### src/rtl/core/adll_pkg.sv
// Package for the array doubly linked list core: codes, widths and state type.
// No dependencies.
`timescale 1ns / 1ps
package adll_pkg;
	localparam int NodesDefault     = 64;
	localparam int ValueBitsDefault = 32;
	localparam int LinkW            = 7;
	localparam logic [LinkW-1:0] NullLink = 7'h7F;

	typedef enum logic [2:0] {
		ACT_INS_AFTER  = 3'd0,
		ACT_INS_BEFORE = 3'd1,
		ACT_DELETE     = 3'd2,
		ACT_SEARCH     = 3'd3,
		ACT_SLOT_OF    = 3'd4,
		ACT_POS_OF     = 3'd5,
		ACT_BAD6       = 3'd6,
		ACT_BAD7       = 3'd7
	} action_t;

	typedef enum logic [2:0] {
		ST_OK          = 3'd0,
		ST_FULL        = 3'd1,
		ST_RANGE       = 3'd2,
		ST_NOT_IN_LIST = 3'd3,
		ST_NOT_FOUND   = 3'd4
	} status_t;

	typedef enum logic [3:0] {
		S_INIT, S_IDLE, S_RD, S_EXEC, S_WR1, S_WR2, S_WALK, S_WALKD, S_OUT
	} state_t;
endpackage

### src/rtl/core/adll_ram.sv
// Generic single-port-write, single-read RAM with registered read data.
// No dependencies.
`timescale 1ns / 1ps
module adll_ram #(
	parameter int Width = 8,
	parameter int Depth = 64
) (
	input  logic                     clk,
	input  logic                     we,
	input  logic [$clog2(Depth)-1:0] waddr,
	input  logic [Width-1:0]         wdata,
	input  logic [$clog2(Depth)-1:0] raddr,
	output logic [Width-1:0]         rdata
);
	logic [Width-1:0] mem [Depth];

	always_ff @(posedge clk) begin
		if (we) mem[waddr] <= wdata;
		rdata <= mem[raddr];
	end
endmodule

### src/rtl/core/array_doubly_linked_list_core.sv
// Array doubly linked list core: list state in three node RAMs and a sequencer.
// Depends on adll_pkg and adll_ram.
`timescale 1ns / 1ps
// After reset the core builds the free chain in S_INIT and accepts no item meanwhile.
// An insert or delete reads the addressed node in S_RD, decides and reads the front of
// the free chain in S_EXEC, then writes the links in S_WR1 and S_WR2 and raises m_tvalid
// from S_OUT. An item refused with a status, or an unknown action, skips S_WR2. Search
// and the two lookups walk the list one node per cycle, one RAM read per node; a search
// or a miss walks the whole list. One item is in work at a time; the result sits in an
// output register until taken, and the next item can be accepted in the cycle after that.
module array_doubly_linked_list_core
	import adll_pkg::*;
#(
	parameter int NODES      = NodesDefault,
	parameter int VALUE_BITS = ValueBitsDefault
) (
	input  logic        clk,
	input  logic        arst_n,
	input  logic        s_tvalid,
	output logic        s_tready,
	// action[2:0], node[8:3], value[40:9], lpos[46:41]
	input  logic [47:0] s_tdata,
	output logic        m_tvalid,
	input  logic        m_tready,
	// status[2:0], slot[8:3], position[14:9], value_out[46:15],
	// match_count[53:47], node_count[60:54]
	output logic [63:0] m_tdata
);
	localparam int AW = $clog2(NODES);

	state_t state_q, state_d;

	action_t            act_q;
	logic [5:0]         ni_q, li_q;
	logic [VALUE_BITS-1:0] val_q;

	logic [LinkW-1:0] head_q, tail_q, free_q, cnt_q;
	logic [LinkW-1:0] cur_q, new_q, nx_q, pv_q, steps_q;
	logic [6:0]       match_q;
	logic [5:0]       fslot_q, fpos_q;
	logic [2:0]       st_q;
	logic [5:0]       slot_q, pos_q;
	logic [31:0]      vout_q;
	logic             out_v_q;
	logic             abort_q, was_empty_q;

	// RAM ports
	logic we_n, we_p, we_v;
	logic [AW-1:0] wa_n, wa_p, wa_v, ra_n, ra_p, ra_v;
	logic [LinkW-1:0] wd_n, wd_p, rd_n, rd_p;
	logic [VALUE_BITS-1:0] wd_v, rd_v;

	adll_ram #(.Width(LinkW), .Depth(NODES)) u_next (.clk, .we(we_n), .waddr(wa_n),
		.wdata(wd_n), .raddr(ra_n), .rdata(rd_n));
	adll_ram #(.Width(LinkW), .Depth(NODES)) u_prev (.clk, .we(we_p), .waddr(wa_p),
		.wdata(wd_p), .raddr(ra_p), .rdata(rd_p));
	adll_ram #(.Width(VALUE_BITS), .Depth(NODES)) u_val (.clk, .we(we_v), .waddr(wa_v),
		.wdata(wd_v), .raddr(ra_v), .rdata(rd_v));

	logic [5:0] in_ni, in_li;
	logic [2:0] in_act;
	logic [31:0] in_val;
	assign in_act = s_tdata[2:0];
	assign in_ni  = s_tdata[8:3];
	assign in_val = s_tdata[40:9];
	assign in_li  = s_tdata[46:41];

	logic [31:0] rd_sext;
	assign rd_sext = 32'(signed'(rd_v));

	logic ni_ok, nx_ok, pv_ok, cur_ok, ni_in, is_ins;
	assign ni_ok  = {1'b0, ni_q} < LinkW'(NODES);
	assign is_ins = (act_q == ACT_INS_AFTER) || (act_q == ACT_INS_BEFORE);
	// Valid in S_EXEC, when the link RAMs hold the addressed node.
	assign ni_in  = ni_ok && head_q != NullLink && ({1'b0, ni_q} == head_q || rd_p != NullLink);
	assign nx_ok  = nx_q < LinkW'(NODES);
	assign pv_ok  = pv_q < LinkW'(NODES);
	assign cur_ok = cur_q < LinkW'(NODES);

	logic accept;
	assign s_tready = (state_q == S_IDLE) && !out_v_q;
	assign accept   = s_tvalid && s_tready;
	assign m_tvalid = out_v_q;
	assign m_tdata  = {3'b0, cnt_q, match_q, vout_q, pos_q, slot_q, st_q};

	// The walk stays in S_WALK while nodes remain and nothing has stopped it.
	logic walk_more, walk_hit, walk_stop;
	assign walk_more = cur_ok && steps_q < LinkW'(NODES);
	assign walk_hit  = (act_q == ACT_SLOT_OF && steps_q == {1'b0, li_q}) ||
		(act_q == ACT_POS_OF && cur_q == {1'b0, ni_q});
	assign walk_stop = !walk_more || (act_q != ACT_SEARCH && walk_hit);

	// Next-state logic
	always_comb begin
		state_d = state_q;
		unique case (state_q)
			S_INIT:  if (cur_q == LinkW'(NODES - 1)) state_d = S_IDLE;
			S_IDLE:  if (accept) state_d = S_RD;
			S_RD: begin
				if (act_q == ACT_SEARCH || act_q == ACT_SLOT_OF || act_q == ACT_POS_OF)
					state_d = S_WALK;
				else state_d = S_EXEC;
			end
			S_EXEC:  state_d = S_WR1;
			S_WR1:   state_d = abort_q ? S_OUT : S_WR2;
			S_WR2:   state_d = S_OUT;
			S_WALK:  state_d = walk_stop ? S_WALKD : S_WALK;
			S_WALKD: state_d = S_OUT;
			S_OUT:   state_d = S_IDLE;
			default: state_d = S_IDLE;
		endcase
	end

	// RAM access control
	always_comb begin
		we_n = 1'b0; we_p = 1'b0; we_v = 1'b0;
		wa_n = '0; wa_p = '0; wa_v = '0;
		wd_n = NullLink; wd_p = NullLink; wd_v = val_q;
		ra_n = ni_q[AW-1:0]; ra_p = ni_q[AW-1:0]; ra_v = ni_q[AW-1:0];
		unique case (state_q)
			S_INIT: begin
				we_n = 1'b1; we_p = 1'b1;
				wa_n = cur_q[AW-1:0]; wa_p = cur_q[AW-1:0];
				wd_n = (cur_q == LinkW'(NODES - 1)) ? NullLink : cur_q + 7'd1;
			end
			S_RD: begin
				// Walks start at the head; the other actions read the addressed node.
				if (act_q == ACT_SEARCH || act_q == ACT_SLOT_OF || act_q == ACT_POS_OF) begin
					ra_n = head_q[AW-1:0]; ra_v = head_q[AW-1:0];
				end
			end
			S_EXEC: begin
				// The successor of the free chain's front is then ready in S_WR1.
				ra_n = free_q[AW-1:0];
			end
			S_WALK: begin
				ra_n = rd_n[AW-1:0]; ra_v = rd_n[AW-1:0];
			end
			S_WR1: if (!abort_q) begin
				if (act_q == ACT_DELETE) begin
					we_n = 1'b1; wa_n = ni_q[AW-1:0]; wd_n = free_q;
					we_p = 1'b1; wa_p = ni_q[AW-1:0]; wd_p = NullLink;
				end else begin
					we_v = 1'b1; wa_v = new_q[AW-1:0];
					we_n = 1'b1; wa_n = new_q[AW-1:0];
					we_p = 1'b1; wa_p = new_q[AW-1:0];
					if (was_empty_q) begin
						wd_n = NullLink; wd_p = NullLink;
					end else if (act_q == ACT_INS_AFTER) begin
						wd_n = nx_q; wd_p = {1'b0, ni_q};
					end else begin
						wd_n = {1'b0, ni_q}; wd_p = pv_q;
					end
				end
			end
			S_WR2: begin
				if (act_q == ACT_DELETE) begin
					we_n = pv_ok; wa_n = pv_q[AW-1:0]; wd_n = nx_q;
					we_p = nx_ok; wa_p = nx_q[AW-1:0]; wd_p = pv_q;
				end else if (!was_empty_q) begin
					if (act_q == ACT_INS_AFTER) begin
						we_n = 1'b1; wa_n = ni_q[AW-1:0]; wd_n = new_q;
						we_p = nx_ok; wa_p = nx_q[AW-1:0]; wd_p = new_q;
					end else begin
						we_p = 1'b1; wa_p = ni_q[AW-1:0]; wd_p = new_q;
						we_n = pv_ok; wa_n = pv_q[AW-1:0]; wd_n = new_q;
					end
				end
			end
			default: ;
		endcase
		// The walk reads from cur_q's successor, held in rd_n; the first read was the head.
	end

	always_ff @(posedge clk or negedge arst_n) begin
		if (!arst_n) begin
			state_q <= S_INIT;
			cur_q   <= '0;
			head_q  <= NullLink;
			tail_q  <= NullLink;
			free_q  <= '0;
			cnt_q   <= '0;
			out_v_q <= 1'b0;
			abort_q <= 1'b0;
			was_empty_q <= 1'b0;
		end else begin
			if (m_tvalid && m_tready) out_v_q <= 1'b0;
			state_q <= state_d;
			unique case (state_q)
				S_INIT: cur_q <= cur_q + 7'd1;
				S_IDLE: if (accept) begin
					act_q <= action_t'(in_act);
					ni_q  <= in_ni;
					li_q  <= in_li;
					val_q <= VALUE_BITS'(signed'(in_val));
					abort_q <= 1'b0;
				end
				S_RD: begin
					cur_q   <= head_q;
					steps_q <= '0;
					match_q <= '0;
					fslot_q <= '0;
					fpos_q  <= '0;
					st_q    <= ST_OK;
					slot_q  <= '0;
					pos_q   <= '0;
					vout_q  <= '0;
				end
				S_EXEC: begin
					nx_q  <= rd_n;
					pv_q  <= rd_p;
					new_q <= free_q;
					was_empty_q <= head_q == NullLink;
					if (act_q == ACT_BAD6 || act_q == ACT_BAD7 || !ni_ok) begin
						st_q <= ST_RANGE; abort_q <= 1'b1;
					end else if (is_ins && head_q == NullLink) begin
						slot_q <= free_q[5:0];
					end else if (!ni_in) begin
						st_q <= ST_NOT_IN_LIST; abort_q <= 1'b1;
					end else if (is_ins && free_q == NullLink) begin
						st_q <= ST_FULL; abort_q <= 1'b1;
					end else if (is_ins) begin
						slot_q <= free_q[5:0];
					end else begin
						slot_q <= ni_q;
						vout_q <= rd_sext;
					end
				end
				S_WR1: if (!abort_q) begin
					if (act_q == ACT_DELETE) begin
						free_q <= {1'b0, ni_q};
						cnt_q  <= cnt_q - 7'd1;
						if (!pv_ok) head_q <= nx_q;
						if (!nx_ok) tail_q <= pv_q;
					end else begin
						free_q <= rd_n;   // successor of the taken free slot
						cnt_q  <= cnt_q + 7'd1;
						if (was_empty_q) begin
							head_q <= new_q; tail_q <= new_q;
						end else if (act_q == ACT_INS_AFTER) begin
							if (!nx_ok) tail_q <= new_q;
						end else if (!pv_ok) head_q <= new_q;
					end
				end
				S_WALK: begin
					if (walk_more) begin
						if (act_q == ACT_SEARCH && rd_v == val_q) begin
							if (match_q == '0) begin
								fslot_q <= cur_q[5:0]; fpos_q <= steps_q[5:0];
							end
							match_q <= match_q + 7'd1;
						end
						if (act_q != ACT_SEARCH && walk_hit) begin
							slot_q <= cur_q[5:0]; pos_q <= steps_q[5:0]; vout_q <= rd_sext;
						end
					end
					if (!walk_stop) begin
						cur_q   <= rd_n;
						steps_q <= steps_q + 7'd1;
					end else begin
						unique case (act_q)
							ACT_SEARCH: st_q <= ST_OK;
							ACT_SLOT_OF: st_q <= (walk_more && walk_hit) ? ST_OK : ST_NOT_FOUND;
							default: begin
								if (!ni_ok) st_q <= ST_RANGE;
								else st_q <= (walk_more && walk_hit) ? ST_OK : ST_NOT_IN_LIST;
								if (!ni_ok) begin
									slot_q <= '0; pos_q <= '0; vout_q <= '0;
								end
							end
						endcase
					end
				end
				S_WALKD: if (act_q == ACT_SEARCH) begin
					slot_q <= fslot_q; pos_q <= fpos_q;
					st_q   <= (match_q == '0) ? ST_NOT_FOUND : ST_OK;
				end
				S_OUT: out_v_q <= 1'b1;
				default: ;
			endcase
		end
	end

	assert property (@(posedge clk) disable iff (!arst_n) cnt_q <= LinkW'(NODES))
		else $error("node count above capacity");
	assert property (@(posedge clk) disable iff (!arst_n)
		(head_q == NullLink) == (tail_q == NullLink))
		else $error("head and tail disagree on emptiness");
	assert property (@(posedge clk) disable iff (!arst_n)
		(head_q == NullLink) |-> (cnt_q == '0))
		else $error("empty list with nonzero count");
	assert property (@(posedge clk) disable iff (!arst_n) s_tready |-> !m_tvalid)
		else $error("input taken while result pending");
endmodule

### config.mk
export PLATFORM = sky130hd
export DESIGN_NAME = array_doubly_linked_list_core
export DESIGN_NICKNAME = d
export VERILOG_FILES = /design/src/rtl/core/adll_pkg.sv /design/src/rtl/core/adll_ram.sv /design/src/rtl/core/array_doubly_linked_list_core.sv
export SDC_FILE = /design/constraint.sdc
export NUM_CORES = 2
export LEC_CHECK = 0
export BUFFER_PORTS_ARGS = -buffer_cell sky130_fd_sc_hd__buf_2
export CORE_MARGIN = 1
export CORE_UTILIZATION = 43
export DETAILED_ROUTE_END_ITERATION = 7
export GPL_TIMING_DRIVEN = 0
export PLACE_DENSITY = 0.59
export SKIP_CTS_REPAIR_TIMING = 1
export SLEW_MARGIN = 10
export SYNTH_ARGS = -nofsm -noshare
export SYNTH_HDL_FRONTEND = slang
export SYNTH_SLANG_ARGS = --single-unit
### constraint.sdc
create_clock -name clk -period 10.2 [get_ports clk]
set_input_delay 3.06 -clock clk [delete_from_list [all_inputs] [get_ports clk]]
set_output_delay 3.06 -clock clk [all_outputs]
set_load 0.01 [all_outputs]
After elaboration in Yosys (flattened, before gate mapping). Memory sizes are Yosys's and may differ from the RTL's. A register that Yosys moved wholly into a read port is not among the register bits. Cells that the tools add are included.

Bits in writable memories: 2944. Flip-flop bits (word level): 176. Word-level logic and storage cells: 244. Memories: 3. Output and inout bits: 66.

Bitwise logic cells: 1. Eq/ne operators: 46. $lt $le $gt $ge: 4. Add/subtract/negate cells: 5. Muxes and demuxes: 116. Reductions and logical operators: 46.

Memories: u_val.mem (words 64, width 32, read ports 1, clocked after memory_dff 1, wr ports 1, line adll_ram.sv:15) `logic [Width-1:0] mem [Depth];`; u_next.mem (words 64, width 7, read ports 1, clocked after memory_dff 1, wr ports 1, line adll_ram.sv:15); u_prev.mem (words 64, width 7, read ports 1, clocked after memory_dff 1, wr ports 1, line adll_ram.sv:15).

Operators by type and width (count): $mux W32 (7); $mux W6 (29); $mux W7 (23); $pmux W32 S3 (1); $pmux W6 S3 (4); $pmux W7 S2 (3); $pmux W7 S3 (2); $pmux W6 S2 (3); $eq A32 B32 Y1 (1); $ne A2 B2 Y1 const B (16); $add A7 B1 Y7 const B (4); $lt A7 B7 Y1 const B (4); $pmux W4 S7 (1); $mux W3 (9); $mux W1 (24); $pmux W6 S4 (1); $eq A4 B3 Y1 const B (4); $reduce_and A5 Y1 (3); $eq A7 B6 Y1 (2); $eq A7 B7 Y1 const B (2); $ne A7 B7 Y1 const B (2); $eq A3 B3 Y1 const B (4); $logic_and A1 B1 Y1 (12); $mux W4 (3); 32 further kinds (54).

Longest topological paths before layout.
Word-level depth: 8. Depth in mapped cells: 16.

By module. A second synthesis with hierarchy kept.

Cells, all modules: 5821. Area total of the unflattened synthesis: 122976.7 um2.

By module, submodules not included: adll_ram (u_val) (seq. area each 62139.6 um2, cells each 3324, area each 78515.3 um2, times used 1); adll_ram (u_next) (seq. area each 13593.0 um2, cells each 837, area each 17673.2 um2, times used 1); adll_ram (u_prev) (seq. area each 13593.0 um2, cells each 827, area each 17635.7 um2, times used 1); array_doubly_linked_list_core (seq. area each 5118.7 um2, cells each 833, area each 9152.5 um2, times used 1).

Least setup slack after synthesis. Ideal clock, no wire load.

Kind: input port to flip-flop. Start point: input arst_n. End point: register fpos_q[0], enable pin. Buffers on the path: 0. Required time: 9.801 ns. Stages on the path: 3. Slack: 5.231 ns. Data arrival time: 4.570 ns. Cell sequence: nand2_1 -> a21oi_1 -> a21boi_0.

Longest elaborated chain between the ends: 1.

Ends and longest elaborated chain: from (decl) (line array_doubly_linked_list_core.sv:18) `input logic arst_n,`; $reduce_and A5 Y1 (no source line); to (signal assigned) (line array_doubly_linked_list_core.sv:249) `fslot_q <= cur_q[5:0]; fpos_q <= steps_q[5:0];`; to (decl) (line array_doubly_linked_list_core.sv:40) `logic [5:0] fslot_q, fpos_q;`.

Every way passes these cells. A chain may end at the register's enable or synchronous reset.

Worst setup path after layout.
Start point: register act_q[0]. End point: register u_val.rdata[21], read port of u_val.mem.

Longest elaborated chain between the ends: 5.

Ends and longest elaborated chain: from (decl) (line array_doubly_linked_list_core.sv:33) `action_t act_q;`; from (signal assigned) (line array_doubly_linked_list_core.sv:192) `act_q <= action_t'(in_act);`; $eq A3 B2 Y1 or $eq A3 B3 Y1 (tied branches) (line array_doubly_linked_list_core.sv:128) `if (act_q == ACT_SEARCH || act_q == ACT_SLOT_OF || act_q == ACT_POS_OF) begin`; $logic_or A1 B1 Y1 (line array_doubly_linked_list_core.sv:128); $logic_or A1 B1 Y1 (*) (line array_doubly_linked_list_core.sv:128); $mux W6 (*) (line array_doubly_linked_list_core.sv:128); $pmux W6 S2 (*) (line array_doubly_linked_list_core.sv:120) `unique case (state_q)`; to (decl) (line adll_ram.sv:13) `output logic [Width-1:0] rdata`.

Mark *: on every way between the ends. The rest lies on a longest branch, timed or not.

==> run metrics <==
status=completed; Post-Synth XOR/XNOR Area=0.005005; clk buf depth=4; largest family of logic cells by synthesized area=simple AND/OR/NAND/NOR gates; Worst path max stage delay=970 ps; sequential area share after synthesis=0.7496; clk_skew=55.52 ps; largest net degree at the start of global routing=65; setup violators final=0; port bufs=113; area share of and/or/nand/nor cells after synthesis=0.1412; dpl cells=13,260; Gate power share=0.001; max-slew violations=0; internal power=0.02099 W; WHS Path Cells=0; Syn-to-layout area delta=16.66%; Leak=48.89 nW; share of cells above drive strength 1=0.1238; Synth cell types=81; Final Hold Fails=0; RSZ-0062 raised after global routing=false; Synth warnings=0; Hold Path Class=reg -> reg; minimum clock period=6368 ps; Detailed Routing Iterations Pass 1=8; Post-synth EDFFs=3,085; Syn Inst Count=9,051; clock-pin slew on the worst setup and hold paths=60 ps; Sw Share=0.1996; total track usage=0.2804; Inserted Clock Buffers=336; worst path arrival time=7100 ps; Starting DRT DRC Count=12,304; Max-Slew Margin vs Limit=0.04645; area leader, netlist=edfxtp_1; Peak supply drop=0.1309 mV; synthesized cell area=126,000 um2; via count=82,554; max capacitance violation total=0; maximum achievable frequency=157.0 MHz; row count=198; synthesis-stage register bit count=3,166; Core Footprint=291,100 um2; Flop pwr share=0.536; Setup Crit Path Kind=reg -> reg; final worst-path cycle share=0.6243; gpl congestion=0.9782; Non-Filler Instances=13,891; mux cell area share after synthesis=0.03802; critical path data required time=10,930 ps; Final #Nets=9,761; first-pass GRT wire length=585,400 um; Core Util, Final=0.5049; largest cells by area after synthesis=edfxtp_1, nand2_1, nand3_1, mux4_2, a31oi_1; post-synthesis compound-gate area fraction=0.04398; Worst-Margin Slew=1425 ps; Post-synth ARST share=0.01105; final WL=420,300 um; WL/cell=30.26 um; Skew-Pair Late Insertion Delay=950 ps; Synth Area in Adders=0.001053; Slowest cell on crit path=clkbuf_1; IO Count=118; CP Max Fanout=10; cell chain of the critical path=clkbuf_1 > a21oi_1 > o31ai_1 > a22o_1 > buf_4 > buf_2 > clkbuf_1 > a31oi_1 > a32oi_1 > a31oi_1 > or4_1; power per cell area=178.5 nW/um2; dominant synthesized flop cell=edfxtp_1; die width=543.3 um; mean post-synth cell area=13.92 um2; post-DP HPWL=299,400 um; Worst R2R Path Depth=11; Clock power frac=0.464; critical path endpoint category=flip-flop; vias per cell=5.943; Initial Utilization=0.4328; number of global-route vias before repair=78,123; CTS tree=built; antenna violations before repair=55; total negative setup slack=0 ps; top-area cell type share of the netlist area=0.7353; Detail Route Antenna Nets=0; Die Area=295,200 um2; root buffer cell=clkbuf_16; CTS sink cnt=3,166; grt total ovfl=0; Residual DRC=0; P_sw=0.005235 W; Die Height=543.3 um; Worst setup SP type=flip-flop; H-tree depth=5
-- layout by cell type (no fill, tap or decap), drive strengths merged, types with 10 or more instances in the layout --
| cell type | n |
|---|---|
| inv | 35 |
| bufinv | 26 |
| nor3 | 19 |
| xnor2 | 30 |
| mux4 | 147 |
| a32o | 15 |
| a22oi | 12 |
| dfrtp | 28 |
| nand4 | 23 |
| a221oi | 10 |
| and3 | 171 |
| buf | 575 |
| nor2b | 40 |
| a311oi | 21 |
| diode | 12 |
| a21o | 22 |
| o21ai | 84 |
| edfxtp | 3085 |
| clkinv | 145 |
| mux2i | 138 |
| clkinvlp | 10 |
| or3 | 10 |
| a211oi | 23 |
| or4 | 27 |
| nand3 | 1097 |
| clkbuf | 728 |
| a31oi | 253 |
| o22ai | 44 |
| nor4 | 22 |
| nor2 | 264 |
| a211o | 11 |
| nand2 | 2399 |
| dfxtp | 46 |
| a32oi | 129 |
| xor2 | 42 |
| a21oi | 105 |
| and2 | 13 |
| o221ai | 14 |
-- state kept, by name (all words and copies together), names as in the netlist, 6 cells and up --
| name | cells |
|---|---|
| pos_q | 6 |
| val_q | 32 |
| nx_q | 7 |
| u_prev.rdata | 7 |
| u_val.mem | 2048 |
| u_prev.mem | 448 |
| cur_q | 7 |
| free_q | 7 |
| slot_q | 6 |
| u_next.rdata | 7 |
| u_val.rdata | 32 |
| vout_q | 32 |
| fpos_q | 6 |
| match_q | 7 |
| pv_q | 7 |
| head_q | 7 |
| ni_q | 6 |
| steps_q | 7 |
| fslot_q | 6 |
| new_q | 7 |
| cnt_q | 7 |
| li_q | 6 |
| u_next.mem | 448 |
-- logic make-up after synthesis --
family | count (synthesis)
adder cells (fa/ha/maj) | 10
AND/OR/NAND/NOR | 4117
XOR/XNOR | 72
buffers and inverters | 593
multiplexers | 293
flip-flops | 3166
AO/OA/AOI/OAI | 799
other | 1
-- stage by stage --
step / power [W] / area (um2) / hold slack (ps) / worst slack [ps]
3_3_place_gp: 0.01434 / 131400 / 419.0 / 2038
2_1_floorplan: 0.01433 / 126000 / 407.9 / 5231
3_5_place_dp: 0.01434 / 136100 / 417.3 / 4035
5_1_grt: 0.02681 / 147000 / 437.7 / 3806
4_1_cts: 0.02631 / 146900 / 430.6 / 4002
6_report: 0.02623 / 147000 / 430.9 / 3832
-- power groups by stage --
stage | sequential [W] | combinational [W] | clock (W)
after CTS | 0.0141 | 0.0000166 | 0.0122
after global routing | 0.0140 | 0.0000181 | 0.0127
after floorplan | 0.0143 | 0.00000152 | 0
final | 0.0141 | 0.0000163 | 0.0122
after global placement | 0.0143 | 0.0000162 | 0
after detailed placement | 0.0143 | 0.0000166 | 0
-- layout make-up --
type	count	area, um2
fillers	24440	144100
flip-flops and latches	3166	94440
multi-input cells	5294	29450
clock buffers	420	8964
well taps	3900	4880
repair buffers	308	4671
plain buffers	575	2590
clock inverters	198	1879
inverters	18	67.56
diodes	12	30.03
-- critical path: cells and delay by family (launching register included) --
kind	cells	cell delay (ps)
flip-flops	1	360
AO/OA/AOI/OAI	6	2800
AND/OR/NAND/NOR	1	710
buffers and inverters	4	2280
-- metal layers --
| metal | GRT usage | part of all wire |
|---|---|---|
| met1 | 0.3900 | 0.39 |
| met2 | 0.4210 | 0.44 |
| met3 | 0.06948 | 0.12 |
| met4 | 0.1156 | 0.045 |
| met5 | 0 | 0.0010 |
-- path summary, 6_finish.rpt --
path,from,to,slack [ps]
max in group asynchronous,arst_n,state_q[3]$_DFFE_PN0P_,7240
min reg2reg,u_prev.rdata[6]$_DFF_P_,pv_q[6]$_DFFE_PP_,430
max,act_q[0]$_DFFE_PP_,u_val.rdata[21]$_DFF_P_,3830
max reg2reg,act_q[0]$_DFFE_PP_,u_val.rdata[21]$_DFF_P_,3830
min,u_prev.rdata[6]$_DFF_P_,pv_q[6]$_DFFE_PP_,430
min in group asynchronous,arst_n,cnt_q[1]$_DFFE_PN0P_,2300
-- Yosys cell counts (30+ instances only) --
cell	number
nor2_1	262
o21ai_0	80
a21oi_1	105
dfxtp_1	46
mux2i_1	137
buf_4	40
nand3_1	1096
o22ai_1	44
clkbuf_1	306
and3_1	171
nor2b_1	40
a32oi_1	129
xnor2_1	30
nand2_1	2399
a31oi_1	253
buf_2	144
edfxtp_1	3085
mux4_2	147
xor2_1	42
buf_1	71
(Power assumes the default switching activity.)
